$ cat config.mk
export PLATFORM = sky130hd
export DESIGN_NAME = pnpc_cell
export DESIGN_NICKNAME = d
export VERILOG_FILES = /design/src/sv/pnpc_pkg.sv /design/src/sv/pnpc_cell.sv
export SDC_FILE = /design/constraint.sdc
export NUM_CORES = 2
export LEC_CHECK = 0
export ABC_AREA = 1
export BUFFER_PORTS_ARGS = -buffer_cell sky130_fd_sc_hd__buf_2
export CAP_MARGIN = 30
export CORE_MARGIN = 5
export CORE_UTILIZATION = 65
export CTS_CLUSTER_DIAMETER = 150
export CTS_CLUSTER_SIZE = 28
export DETAILED_ROUTE_END_ITERATION = 16
export PLACE_DENSITY_LB_ADDON = 0.3
export SLEW_MARGIN = 20
export SYNTH_ARGS = -nofsm -noshare
export SYNTH_HDL_FRONTEND = slang
export SYNTH_SLANG_ARGS = --single-unit
export TNS_END_PERCENT = 100
$ cat constraint.sdc
create_clock -name clk -period 26.1 [get_ports clk]
set_input_delay 7.83 -clock clk [delete_from_list [all_inputs] [get_ports clk]]
set_output_delay 7.83 -clock clk [all_outputs]
set_load 0.05 [all_outputs]
$ cat src/sv/pnpc_pkg.sv
// ----------------------------------------------------------------------------
// pnpc_pkg: shared types and constants
// Payload structs, register indexes, scan and divider state codes.
// ----------------------------------------------------------------------------
package pnpc_pkg;

  localparam int unsigned WALL_ENTRIES_DEF = 1024;
  localparam int unsigned MAX_HEADS_DEF    = 1048576;

  localparam logic [1:0] REG_BOX_X = 2'd0;
  localparam logic [1:0] REG_BOX_Y = 2'd1;
  localparam logic [1:0] REG_BOX_Z = 2'd2;
  localparam logic [1:0] REG_COUNT = 2'd3;

  localparam logic [49:0] START_BEST = 50'd20000 << 20;
  localparam logic [49:0] FAR_LIMIT  = 50'd4 << 20;

  typedef struct packed {
    logic               cmd;
    logic [9:0]         entry_index;
    logic signed [23:0] pos_x;
    logic signed [23:0] pos_y;
    logic signed [23:0] pos_z;
    logic signed [15:0] curvature_in;
    logic               frame_last;
  } in_item_t;

  typedef struct packed {
    logic [9:0]         nearest_index;
    logic signed [15:0] curvature_out;
    logic               far_flag;
    logic               frame_done;
    logic signed [15:0] mean_curvature;
    logic [30:0]        curvature_variance;
  } out_item_t;

  typedef enum logic [2:0] {
    ST_IDLE, ST_SCAN, ST_DRAIN, ST_CURV, ST_DIV, ST_VAR, ST_OUT
  } state_t;

  // Squared minimum-image distance along one axis.
  function automatic logic [47:0] axis_sq(input logic signed [23:0] h,
                                          input logic signed [23:0] w,
                                          input logic [21:0] box);
    logic signed [25:0] d;
    logic [25:0] a;
    logic [24:0] m;
    begin
      d = 26'(h) - 26'(w);
      a = d[25] ? 26'(-d) : d;
      if ({a, 1'b0} > 27'(box)) begin
        if (d[25]) d = d + 26'(box);
        else d = d - 26'(box);
      end
      a = d[25] ? 26'(-d) : d;
      m = a[24:0];
      axis_sq = 48'(m) * 48'(m);
    end
  endfunction

endpackage

$ cat src/sv/pnpc_cell.sv
// ----------------------------------------------------------------------------
// pnpc_cell: distance pipeline cell
// Compute one axis term, add the partial sum and pass it to the next cell.
// ----------------------------------------------------------------------------
module pnpc_cell
  import pnpc_pkg::*;
(
  input  logic               clk,
  input  logic signed [23:0] head,
  input  logic signed [23:0] wall,
  input  logic [21:0]        box,
  input  logic [49:0]        sum_in,
  output logic [49:0]        sum_r
);
  logic [49:0] sum_nxt;
  assign sum_nxt = sum_in + 50'(axis_sq(head, wall, box));
  always_ff @(posedge clk) begin
    sum_r <= sum_nxt;
  end
endmodule

==> out/qor.csv <==
metric,value,unit
status,completed,
wl,73320,um
yosys_register_bits,50,
synth_cell_type_count,56,
seq_area_frac_synth,3.666,%
hold_viol_final,0,
largest_register_ffs,50,
hold_buffers,0,
hold_path_depth,2,
reg_top3,sum_r x50,
slew_headroom,28.77,%
gp_congestion,1.024,
grt_pass1_wl,120200,um
synth_nets,4621,
top_register,sum_r,
post_drt_via_cell_ratio,5.363,
max_stage_delay,0.58,ns
synth_area,0.02730,sq mm
track_usage,31.78,%
die_x,215.0,um
finalCriticalPeriod,23.07,ns
fill_cells,3525,
cts_buffers,5,
setup_tns,0,ns
post_drt_wl_per_cell,16.65,um
yosysWarningCount,0,
cts.path.max_buffers,2,
grt_pass1_vias,24340,
ys_async_sr_fraction,0,%
drc,0,
setup_viol,0,
hpwl,62890,um
clock_sinks,50,
cp.arrival,23.25,ns
final_cell_mix,"1027 x inv_1, 646 x nand2_1, 477 x fa_1, 369 x nor2_1, 295 x ha_1",
first_pass_iters,6,
synth-edff-count,0,
die_y,215.0,um
maxSlewViolCount,0,
cp_slowest_cell,nand2_1,
finalCritPeriodShare,88.38,%
hold_end,sum_r[49],
tritoncts,yes,
drt_iter0_markers,1822,
rsz0062_at_grt,no,
rows,75,
drive_gt1_share,8.023,%
worstMarginPinSlew,1.066,ns
timing.fmax,0.04335,GHz
syn_inst,3728,
synth_ff_type,dfxtp_1,
floorplan.die_area,0.04620,sq mm
htreeDepth,2,
grt_overflow_total,0,
cp-end-kind,flop,
postCtsResizedCells,0,
start_util,65.38,%
fp.coreArea,0.04176,sq mm
cp_max_fo,30,
num_vias,23620,
critPathMostFrequentCell,nand2_1,
hp-class,in2reg,
required,26.29,ns
grt_max_degree,40,
postRouteAntennaNets,0,
hp-start,sum_in[49],
final_common_cell,inv_1,
cp-start-kind,input pin,
synth.avg_cell_area,7.324,sq um
antenna_found_initial,1,
clk_pin_slew,0.07,ns
nets,4756,
critPathKind,in2reg,
cts_root_buf,clkbuf_16,
area.growth.synth_to_final,5.366,%
cap_violations,0,
cts_setup_buffers,0,
io_buffer_count,170,
io_pins,171,
-- stage by stage --
step	std cells	setup slack (ns)	area, sq um	util (%)	hold WS, ns
6_report	4404	3.034	28770	68.89	7.738
5_1_grt	4404	1.968	28770	68.89	7.749
4_1_cts	4402	3.329	28760	68.86	7.740
3_5_place_dp	4394	3.104	28600	68.49	8.055
3_3_place_gp	4394	3.264	28600	68.49	8.047
2_1_floorplan	3728	5.557	27300	-	7.927
-- cell usage after synthesis, types with 2 or more instances --
cell,n,area (sq um)
nor3_1,17,85.08
or2_2,6,37.54
clkbuf_1,6,22.52
o31ai_1,5,37.54
o21ai_0,73,365.4
ha_1,295,3691
nand3_2,5,50.05
inv_2,37,138.9
nor4_1,4,25.02
o211ai_1,6,45.04
nand3b_1,3,22.52
buf_6,7,78.83
nor2_1,369,1385
nor2_2,23,143.9
buf_2,37,185.2
o21ai_1,9,45.04
buf_4,11,82.58
buf_1,2,7.510
nand2_4,4,45.04
inv_1,1027,3855
a221oi_1,2,17.52
o221ai_1,2,17.52
xor2_2,2,32.53
nand2_1,646,2425
xor2_1,117,1025
xnor2_1,45,394.1
nand4_1,27,168.9
a21oi_1,177,885.9
a21o_1,8,60.06
fa_1,477,9549
clkinv_1,2,7.510
o21ai_2,2,17.52
nor4b_1,2,17.52
nand2_2,21,131.4
a21boi_0,12,90.09
o21bai_1,9,67.56
nand3_1,134,670.6
o21a_1,3,22.52
a31oi_1,24,150.1
nor2_4,5,56.30
dfxtp_1,50,1001
-- cell families after synthesis --
| family | share of synthesized area [%] |
|---|---|
| simple gates | 19.41 |
| xor+xnor | 5.316 |
| buf+inv | 16.06 |
| compound gates | 7.057 |
| fa+ha+maj | 48.49 |
| flops | 3.666 |
-- per-layer routing --
layer / vias to the layer above / track usage, % / part of all wire [%] / wire length (um)
met3: 236 / 3.743 / 7.1 / 5234
met1: 11100 / 40.40 / 39 / 28710
li1: 11310 / - / - / -
met5: - / 0 / 0 / 0
met4: 0 / 12.07 / 4.8 / 3527
met2: 972 / 55.91 / 49 / 35850
-- final cells by class --
| class | count | area (sq um) | area share (%) |
|---|---|---|---|
| clock buffers | 5 | 125.1 | 0.4349 |
| inverters | 1067 | 4008 | 13.93 |
| well taps | 539 | 674.4 | 2.344 |
| clock inverters | 3 | 27.53 | 0.09568 |
| flip-flops and latches | 50 | 1001 | 3.479 |
| repair buffers | 191 | 1012 | 3.518 |
| multi-input cells | 2548 | 21920 | 76.19 |
| diodes | 1 | 2.502 | 0.008698 |
-- worst max-delay path by stage --
stage                 to    start  slack (ns)
2_1_floorplan  sum_r[49]  head[0]        5.56
3_3_place_gp   sum_r[49]  head[0]        3.26
3_5_place_dp   sum_r[49]  head[0]        3.10
4_1_cts        sum_r[49]  head[0]        3.33
5_1_grt        sum_r[49]  head[0]        1.97
6_report       sum_r[49]  head[0]        3.03
-- critical path, delay by kind of cell --
family	cells	cell delay (ns)
compound gates	18	4.09
buf+inv	15	1.76
simple gates	27	4.19
fa+ha+maj	12	4.66
xor+xnor	4	0.65
Power is left out: the tool's default activity adds up to more than one toggle a clock period on the data nets, which glitch-free logic cannot reach.
