[src/sv/pnpc_ram.sv]
// ----------------------------------------------------------------------------
// pnpc_ram: generic single-port-write RAM
// One write port, one registered read port.
// ----------------------------------------------------------------------------
module pnpc_ram #(
  parameter int unsigned WIDTH = 8,
  parameter int unsigned DEPTH = 16
) (
  input  logic                     clk,
  input  logic                     we,
  input  logic [$clog2(DEPTH)-1:0] waddr,
  input  logic [WIDTH-1:0]         wdata,
  input  logic [$clog2(DEPTH)-1:0] raddr,
  output logic [WIDTH-1:0]         rdata
);
  logic [WIDTH-1:0] mem [DEPTH];
  always_ff @(posedge clk) begin
    if (we) mem[waddr] <= wdata;
    rdata <= mem[raddr];
  end
endmodule

[config.mk]
export PLATFORM = sky130hd
export DESIGN_NAME = pnpc_ram
export DESIGN_NICKNAME = d
export VERILOG_FILES = /design/src/sv/pnpc_ram.sv
export SDC_FILE = /design/constraint.sdc
export NUM_CORES = 1
export LEC_CHECK = 0
export ABC_AREA = 1
export BUFFER_PORTS_ARGS = -buffer_cell sky130_fd_sc_hd__buf_2
export CAP_MARGIN = 25
export CELL_PAD_IN_SITES_DETAIL_PLACEMENT = 1
export CELL_PAD_IN_SITES_GLOBAL_PLACEMENT = 1
export CORE_UTILIZATION = 49
export CTS_CLUSTER_DIAMETER = 80
export DETAILED_ROUTE_END_ITERATION = 8
export PLACE_DENSITY = 0.9
export SLEW_MARGIN = 5
export SYNTH_ARGS = -nofsm -noshare
export SYNTH_HDL_FRONTEND = slang
export SYNTH_SLANG_ARGS = --single-unit
[constraint.sdc]
create_clock -name clk -period 1.3 [get_ports clk]
set_input_delay 0.13 -clock clk [delete_from_list [all_inputs] [get_ports clk]]
set_output_delay 0.13 -clock clk [all_outputs]
set_load 0.01 [all_outputs]
==> reports/summary.log, run 1 <==
INFO  status         status=complete, no violations
INFO  logic_synthesis synth_top_cells_by_area=edfxtp_1 67%, nand2_1 11%, nand3_1 8.4%, inv_1 6.5%, dfxtp_1 2.8%
INFO  grt            grt_first_pass_wirelength=23.6mm
INFO  grt            first_global_vias=4297
INFO  timing         setup_viol_count_final=0
INFO  pwr            power.density=1520nW/um^2
INFO  pwr            power_report.internal_total=7880uW
INFO  worst_setup_path critical_path_arrival=1.40ns
INFO  hold_path      hold_path_class=input port to flip-flop
INFO  place          place_hpwl=9.63mm
INFO  cts            cts-hold-fix-buffers=0
INFO  floorplan      start_util=50.3%
INFO  drt            routed_via_density=5.33
INFO  logic_synthesis synth_nets=569
INFO  timing         max_clock_freq=908MHz
INFO  timing         final-hold-violation-count=0
INFO  cts            worst_skew_pair.late_latency=0.43ns
INFO  logic_synthesis synth_seq_cells=136
INFO  logic_synthesis synth.lib_cells_used.distinct=12
INFO  cts            cts_made_buffers=17
INFO  worst_setup_path slowest_delay=0.37ns
INFO  timing         worst_slew_margin_rel=73.3%
INFO  grt            grt_use_total=26.8%
INFO  place          gp_congestion=0.864
INFO  floorplan      die_w=110um
INFO  place          port_buffers=25
INFO  drt            routedWlPerCell=20.4um
INFO  cts            ctsHtreeMaxLevel=4
INFO  logic_synthesis syn-mean-instance-area=10.5um^2
INFO  worst_setup_path crit_fanout=1
INFO  timing         rsz_0062_raised_after_global_routing=no
INFO  timing         post-route-min-period=1.10ns
INFO  pwr            power.combinational.fraction=6.5%
INFO  floorplan      core=11500um^2
INFO  timing         skew=0.00789ns
INFO  finish         fraction_of_final_layout_cells_with_drive_strength_greater_than_1=12.5%
INFO  cts            cts_tree=built
INFO  cts            maximum_clock_path_buffer_count=2
INFO  worst_setup_path setup.worst_path.end_class=flip-flop
INFO  grt            grt_overflow_total=0
INFO  worst_setup_path timing.setup.critical_path_class=flip-flop to flip-flop
INFO  drt            vias=3995
INFO  drt            drc=0
INFO  logic_synthesis ys.warnings.count=0
INFO  floorplan      dieHeight=110um
INFO  pwr            total_power=10100uW
INFO  grt            grt_antenna_before_repair=0
INFO  floorplan      die_footprint=12200um^2
INFO  drt            postRouteWirelength=15.3mm
INFO  logic_synthesis synthesis.area=5770um^2
INFO  timing         fin_worst_hold_slack=0.0912ns
INFO  drt            first_pass_iters=5
INFO  timing         final_clock_period_utilization_by_the_worst_path=84.7%
INFO  pwr            switching_portion_of_total_power=22.2%
INFO  worst_setup_path critical_path.most_common_cell=nand2_1
INFO  place          place_worst_setup_slack=0.0682ns
INFO  logic_synthesis share_of_yosys_cell_area_claimed_by_the_top_area_cell_type=66.7%
INFO  pwr            share_seq_of_total_power=48.8%
INFO  worst_setup_path start_kind=flip-flop
INFO  cts            post_cts.repair.setup_buffers=0
INFO  pwr            p_leak=0.00292uW
INFO  logic_synthesis dominant_cell_type_by_area_after_synthesis=edfxtp_1
INFO  worst_setup_path crit_path_cell_trace=nand2_1 > nand2_1 > nand2_1 > nand3_1 > nand3_1 > nand2_1
INFO  logic_synthesis seq_area_frac_synth=69.4%
INFO  drt            route.antenna.remaining_nets=0
INFO  finish         nets=613
INFO  drt            first_iter_violations=264
INFO  timing         tns=0ns
INFO  timing         worst_slew_pin_slew=0.400ns
INFO  timing         post-route-worst-setup-slack=0.198ns
INFO  floorplan      rows=39
INFO  logic_synthesis syn-instance-count=551
INFO  floorplan      ioPinCount=26
INFO  pwr            sw_pwr=2250uW
INFO  grt            grt_start_max_net_pins=65
INFO  worst_setup_path timing.critical_path.required=1.60ns
INFO  pwr            p_clk_share=44.7%
INFO  timing         final-max-slew-violation-count=0
INFO  cts            cts.repair.resized=0
INFO  worst_setup_path critical-path-slowest-cell=edfxtp_1
INFO  cts            clk_transition_reported_paths=0.06ns
INFO  cts            clkSinkCount=136
INFO  finish         antenna-diode-count=0
INFO  run            timing.max_cap.violations=0
INFO  finish         area.growth.synth_to_final=15.8%
INFO  pwr            irDropWorstVdd=1.14mV
INFO  cts            cts.root.buffer_cell=clkbuf_16
==> logic make-up (layout without fill, tap and decap cells) <==
logic type             after synthesis  in the layout  share of synthesized area, %
buffers and inverters              126            182                          9.52
flip-flops                         136            136                          69.4
AND/OR/NAND/NOR                    289            289                          21.0
==> state kept, by name (all words and copies together) (netlist names) <==
name / cells
rdata: 8
mem: 128
==> cell type report <==
| class | instances | area, um^2 |
|---|---|---|
| clock buffers | 21 | 440 |
| inverters | 102 | 383 |
| repair buffers | 49 | 355 |
| multi-input cells | 289 | 1210 |
| well taps | 143 | 179 |
| fillers | 1227 | 4790 |
| flip-flops and latches | 136 | 4000 |
| clock inverters | 10 | 105 |
==> path summary, 6_finish.rpt <==
kind         slack (ns)       start  cells past startpoint  endpoint
max                0.20   mem[2][3]                      6  rdata[3]
min                0.09    raddr[3]                      3  rdata[2]
max reg2reg        0.20   mem[2][3]                      6  rdata[3]
min reg2reg        0.70  mem[12][1]                      6  rdata[1]
==> cells in the final DEF (no fill, tap or decap) <==
| cell type | instances |
|---|---|
| bufinv_16 | 2 |
| buf_2 | 25 |
| clkinv_2 | 3 |
| clkinv_1 | 2 |
| edfxtp_1 | 128 |
| buf_4 | 20 |
| nand2_1 | 173 |
| buf_12 | 4 |
| dfxtp_1 | 8 |
| inv_1 | 100 |
| clkinvlp_4 | 3 |
| nand3b_1 | 2 |
| nand3_1 | 97 |
| clkbuf_16 | 17 |
| nor2_1 | 17 |
| inv_2 | 2 |
| clkbuf_1 | 4 |
==> power groups by stage <==
stage	clock [uW]	combinational (uW)	sequential [uW]
4_1_cts	4580	667	4940
6_report	4530	660	4940
3_5_place_dp	0	652	5030
5_1_grt	4710	721	4940
3_3_place_gp	0	609	5020
2_1_floorplan	0	346	5030
==> metal layers <==
metal / routed length (um) / global-route usage (%)
met3: 762 / 6.09
met1: 6050 / 31.2
met5: 0 / 0
met2: 7930 / 45.8
met4: 541 / 14.8
==> Yosys cell counts, drive strengths merged <==
cell    instances
nand2         173
edfxtp        128
inv           102
nand3          97
buf            24
nor2           17
dfxtp           8
nand3b          2
==> worst max-delay path, delay by kind of cell (launching register included) <==
kind,cells,cell delay [ns]
simple gates,6,0.61
flops,1,0.37
==> stage by stage <==
step	util, %	cells	cell area, um^2
floorplan	-	551	5770
global placement	53.5	719	6130
detailed placement	53.5	719	6130
CTS	58.3	750	6680
global route	58.3	750	6680
finish	58.3	750	6680
Power figures use the tool's default switching activity.
==> run 2, diff against run 1 <==
Settings changed: ABC_AREA 1 to 0, CORE_UTILIZATION 49 to 48, PLACE_DENSITY 0.9 to 0.85.
Clock period 1.3 ns to 0.9 ns, I/O delays scaled along.
==> reports/summary.log, run 2 <==
INFO  worst_setup_path critical_path_arrival=1.71ns
INFO  timing         final-hold-violation-count=0
INFO  finish         largest_register=mem
INFO  drt            drc=0
INFO  logic_synthesis async_flop_share=0%
INFO  finish         nets=318
INFO  logic_synthesis seq_area_frac_synth=77.8%
INFO  pwr            total_power=14700uW
INFO  finish         fraction_of_final_layout_cells_with_drive_strength_greater_than_1=47.0%
INFO  cts            cts.root.buffer_cell=clkbuf_8
INFO  floorplan      rows=37
INFO  floorplan      core=10400um^2
INFO  worst_setup_path timing.setup.critical_path_class=flip-flop to flip-flop
INFO  logic_synthesis ys.warnings.count=0
INFO  grt            grt_use_total=22.1%
INFO  floorplan      start_util=49.6%
INFO  grt            grt_overflow_total=0
INFO  drt            postRouteWirelength=11.0mm
INFO  logic_synthesis number_of_enable_type_register_cells_in_the_synthesized_netlist=128
INFO  cts            clkSinkCount=136
INFO  timing         worst_slew_pin_slew=0.795ns
INFO  cts            cts_made_buffers=17
INFO  cts            ctsHtreeMaxLevel=4
INFO  drt            first_iter_violations=171
INFO  pwr            p_leak=0.00218uW
INFO  worst_setup_path timing.critical_path.required=1.30ns
INFO  timing         post-route-min-period=1.31ns
INFO  hold_path      hold_path_class=input port to flip-flop
INFO  timing         fin_worst_hold_slack=0.0455ns
INFO  timing         post-route-worst-setup-slack=-0.411ns
INFO  finish         most-common-layout-cells=128 x edfxtp_1, 32 x mux4_2, 20 x buf_2
INFO  grt            grt_first_pass_wirelength=16.8mm
INFO  cts            clk_transition_reported_paths=0.06ns
INFO  drt            vias=2525
INFO  place          port_buffers=25
INFO  finish         area.growth.synth_to_final=28.2%
INFO  floorplan      die_footprint=11100um^2
INFO  finish         final_design_area_no_fill=6600um^2
INFO  grt            grt_start_max_net_pins=22
INFO  finish         largest_register_ffs=128
INFO  drt            routedWlPerCell=24.5um
INFO  cts            post_cts.repair.setup_buffers=0
INFO  place          placedInstanceArea=5860um^2
INFO  run            timing.max_cap.violations=0
INFO  timing         worst_slew_margin_rel=46.8%
INFO  logic_synthesis synth_commonest_cells=128 x edfxtp_1, 18 x mux4_2, 16 x a22oi_1
INFO  grt            first_global_vias=2810
INFO  worst_setup_path crit_fanout=1
INFO  drt            routed_via_density=5.62
INFO  logic_synthesis syn-instance-count=229
INFO  logic_synthesis synth.lib_cells_used.distinct=19
INFO  timing         skew=0.00573ns
INFO  logic_synthesis ys_dominant_reg_cell=edfxtp_1
INFO  pwr            power.density=2230nW/um^2
INFO  drt            route.antenna.remaining_nets=0
INFO  finish         leading_cell_type_in_the_layout_fill_and_taps_excluded=edfxtp_1
INFO  timing         final-max-slew-violation-count=0
INFO  timing         final_clock_period_utilization_by_the_worst_path=146%
INFO  logic_synthesis synth_top_cells_by_area=edfxtp_1 75%, mux4_2 7.9%, mux4_1 7.1%, dfxtp_1 3.1%, a22oi_1 2.3%
INFO  status         violated_checks=negative setup slack
INFO  grt            grt_antenna_before_repair=0
INFO  worst_setup_path start_kind=flip-flop
INFO  cts            worst_skew_pair.late_latency=0.52ns
INFO  logic_synthesis share_of_yosys_cell_area_claimed_by_the_top_area_cell_type=74.7%
INFO  place          place_hpwl=7.26mm
INFO  cts            maximum_clock_path_buffer_count=2
INFO  place          gp_congestion=0.733
INFO  floorplan      dieHeight=106um
INFO  finish         largestRegisters=mem (128), rdata (8)
INFO  timing         setup_viol_count_final=16
INFO  logic_synthesis synthesis.area=5150um^2
INFO  logic_synthesis syn-mean-instance-area=22.5um^2
INFO  timing         max_clock_freq=762MHz
INFO  logic_synthesis dominant_cell_type_by_area_after_synthesis=edfxtp_1
INFO  logic_synthesis synth_nets=247
INFO  cts            cts_tree=built
INFO  logic_synthesis yosys.cell_count.top_type=edfxtp_1
INFO  drt            first_pass_iters=4
INFO  worst_setup_path setup.worst_path.end_class=flip-flop
INFO  status         status=complete, but fails checks
INFO  pwr            irDropWorstVdd=1.20mV
INFO  finish         antenna-diode-count=0
INFO  logic_synthesis synth_seq_cells=136
INFO  floorplan      ioPinCount=26
INFO  timing         rsz_0062_raised_after_global_routing=yes
INFO  floorplan      die_w=106um
-- run 2: cell types whose count changed after synthesis, sizes merged, moves of 2 or more --
cell,delta
nand2,-164
inv,-102
nand3,-96
mux4,+32
buf,-17
a22oi,+16
nor2,-4
nor3,+4
clkdlybuf4s25,+3
nand2b,+2
-- run 2: logic make-up after synthesis --
family	Yosys count	share of synthesized area, %
DFF	136	77.8
buffers and inverters	10	1.68
AOI/OAI and AO/OA	16	2.33
and+or+nand+nor	35	3.18
muxes	32	15.0
-- run 2: worst paths after layout --
check                                 from  endpoint  slack [ns]  cells past startpoint
worst max-delay path             mem[3][6]  rdata[6]       -0.41                      3
worst min-delay path              raddr[2]  rdata[3]        0.05                      4
worst max register to register   mem[3][6]  rdata[6]       -0.41                      3
worst min register to register  mem[14][4]  rdata[4]        0.69                      3
-- run 2: where the power goes --
part           internal [uW]  switching [uW]
clock                   4180            2490
sequential              7090            63.1
combinational            437             456
total                  11700            3010
-- run 2: per-layer routing --
metal	routed length, um	vias up	track usage (%)
li1	-	1107	-
met1	4310	1330	26.2
met2	6110	72	39.9
met3	403	16	4.58
met4	174	0	7.84
met5	0	-	0
-- run 2: what timing repair did --
item                                    4_1_cts  5_1_grt
pin swaps                                     1        0
gates resized for setup                      17        1
hold buffers                                  8        0
endpoints found under the setup margin       16       16
cloned                                        0        0
hold endpoints to repair                    128        0
-- run 2: cell type report --
type,instances,area [um^2]
Sequential cell,136,4010
Clock buffer,18,418
Multi-Input combinational cell,83,1160
Clock inverter,14,158
Timing Repair Buffer,62,679
Tap cell,136,170
Fill cell,867,3770
-- run 2: per-stage QoR --
step / util (%) / instances / setup TNS (ns) / setup slack, ns
2_1_floorplan: - / 229 / -18.70 / -0.293
3_3_place_gp: 56.5 / 408 / -41.92 / -0.531
3_5_place_dp: 56.5 / 408 / -46.66 / -0.589
4_1_cts: 63.5 / 448 / -4.22 / -0.393
5_1_grt: 63.6 / 449 / -4.75 / -0.461
6_report: 63.6 / 449 / -4.14 / -0.411
-- run 2: critical path: stages (launching register included) --
cell      delay, ns
edfxtp_1       0.39
mux4_2         0.49
a22oi_2        0.22
nand2_1        0.09
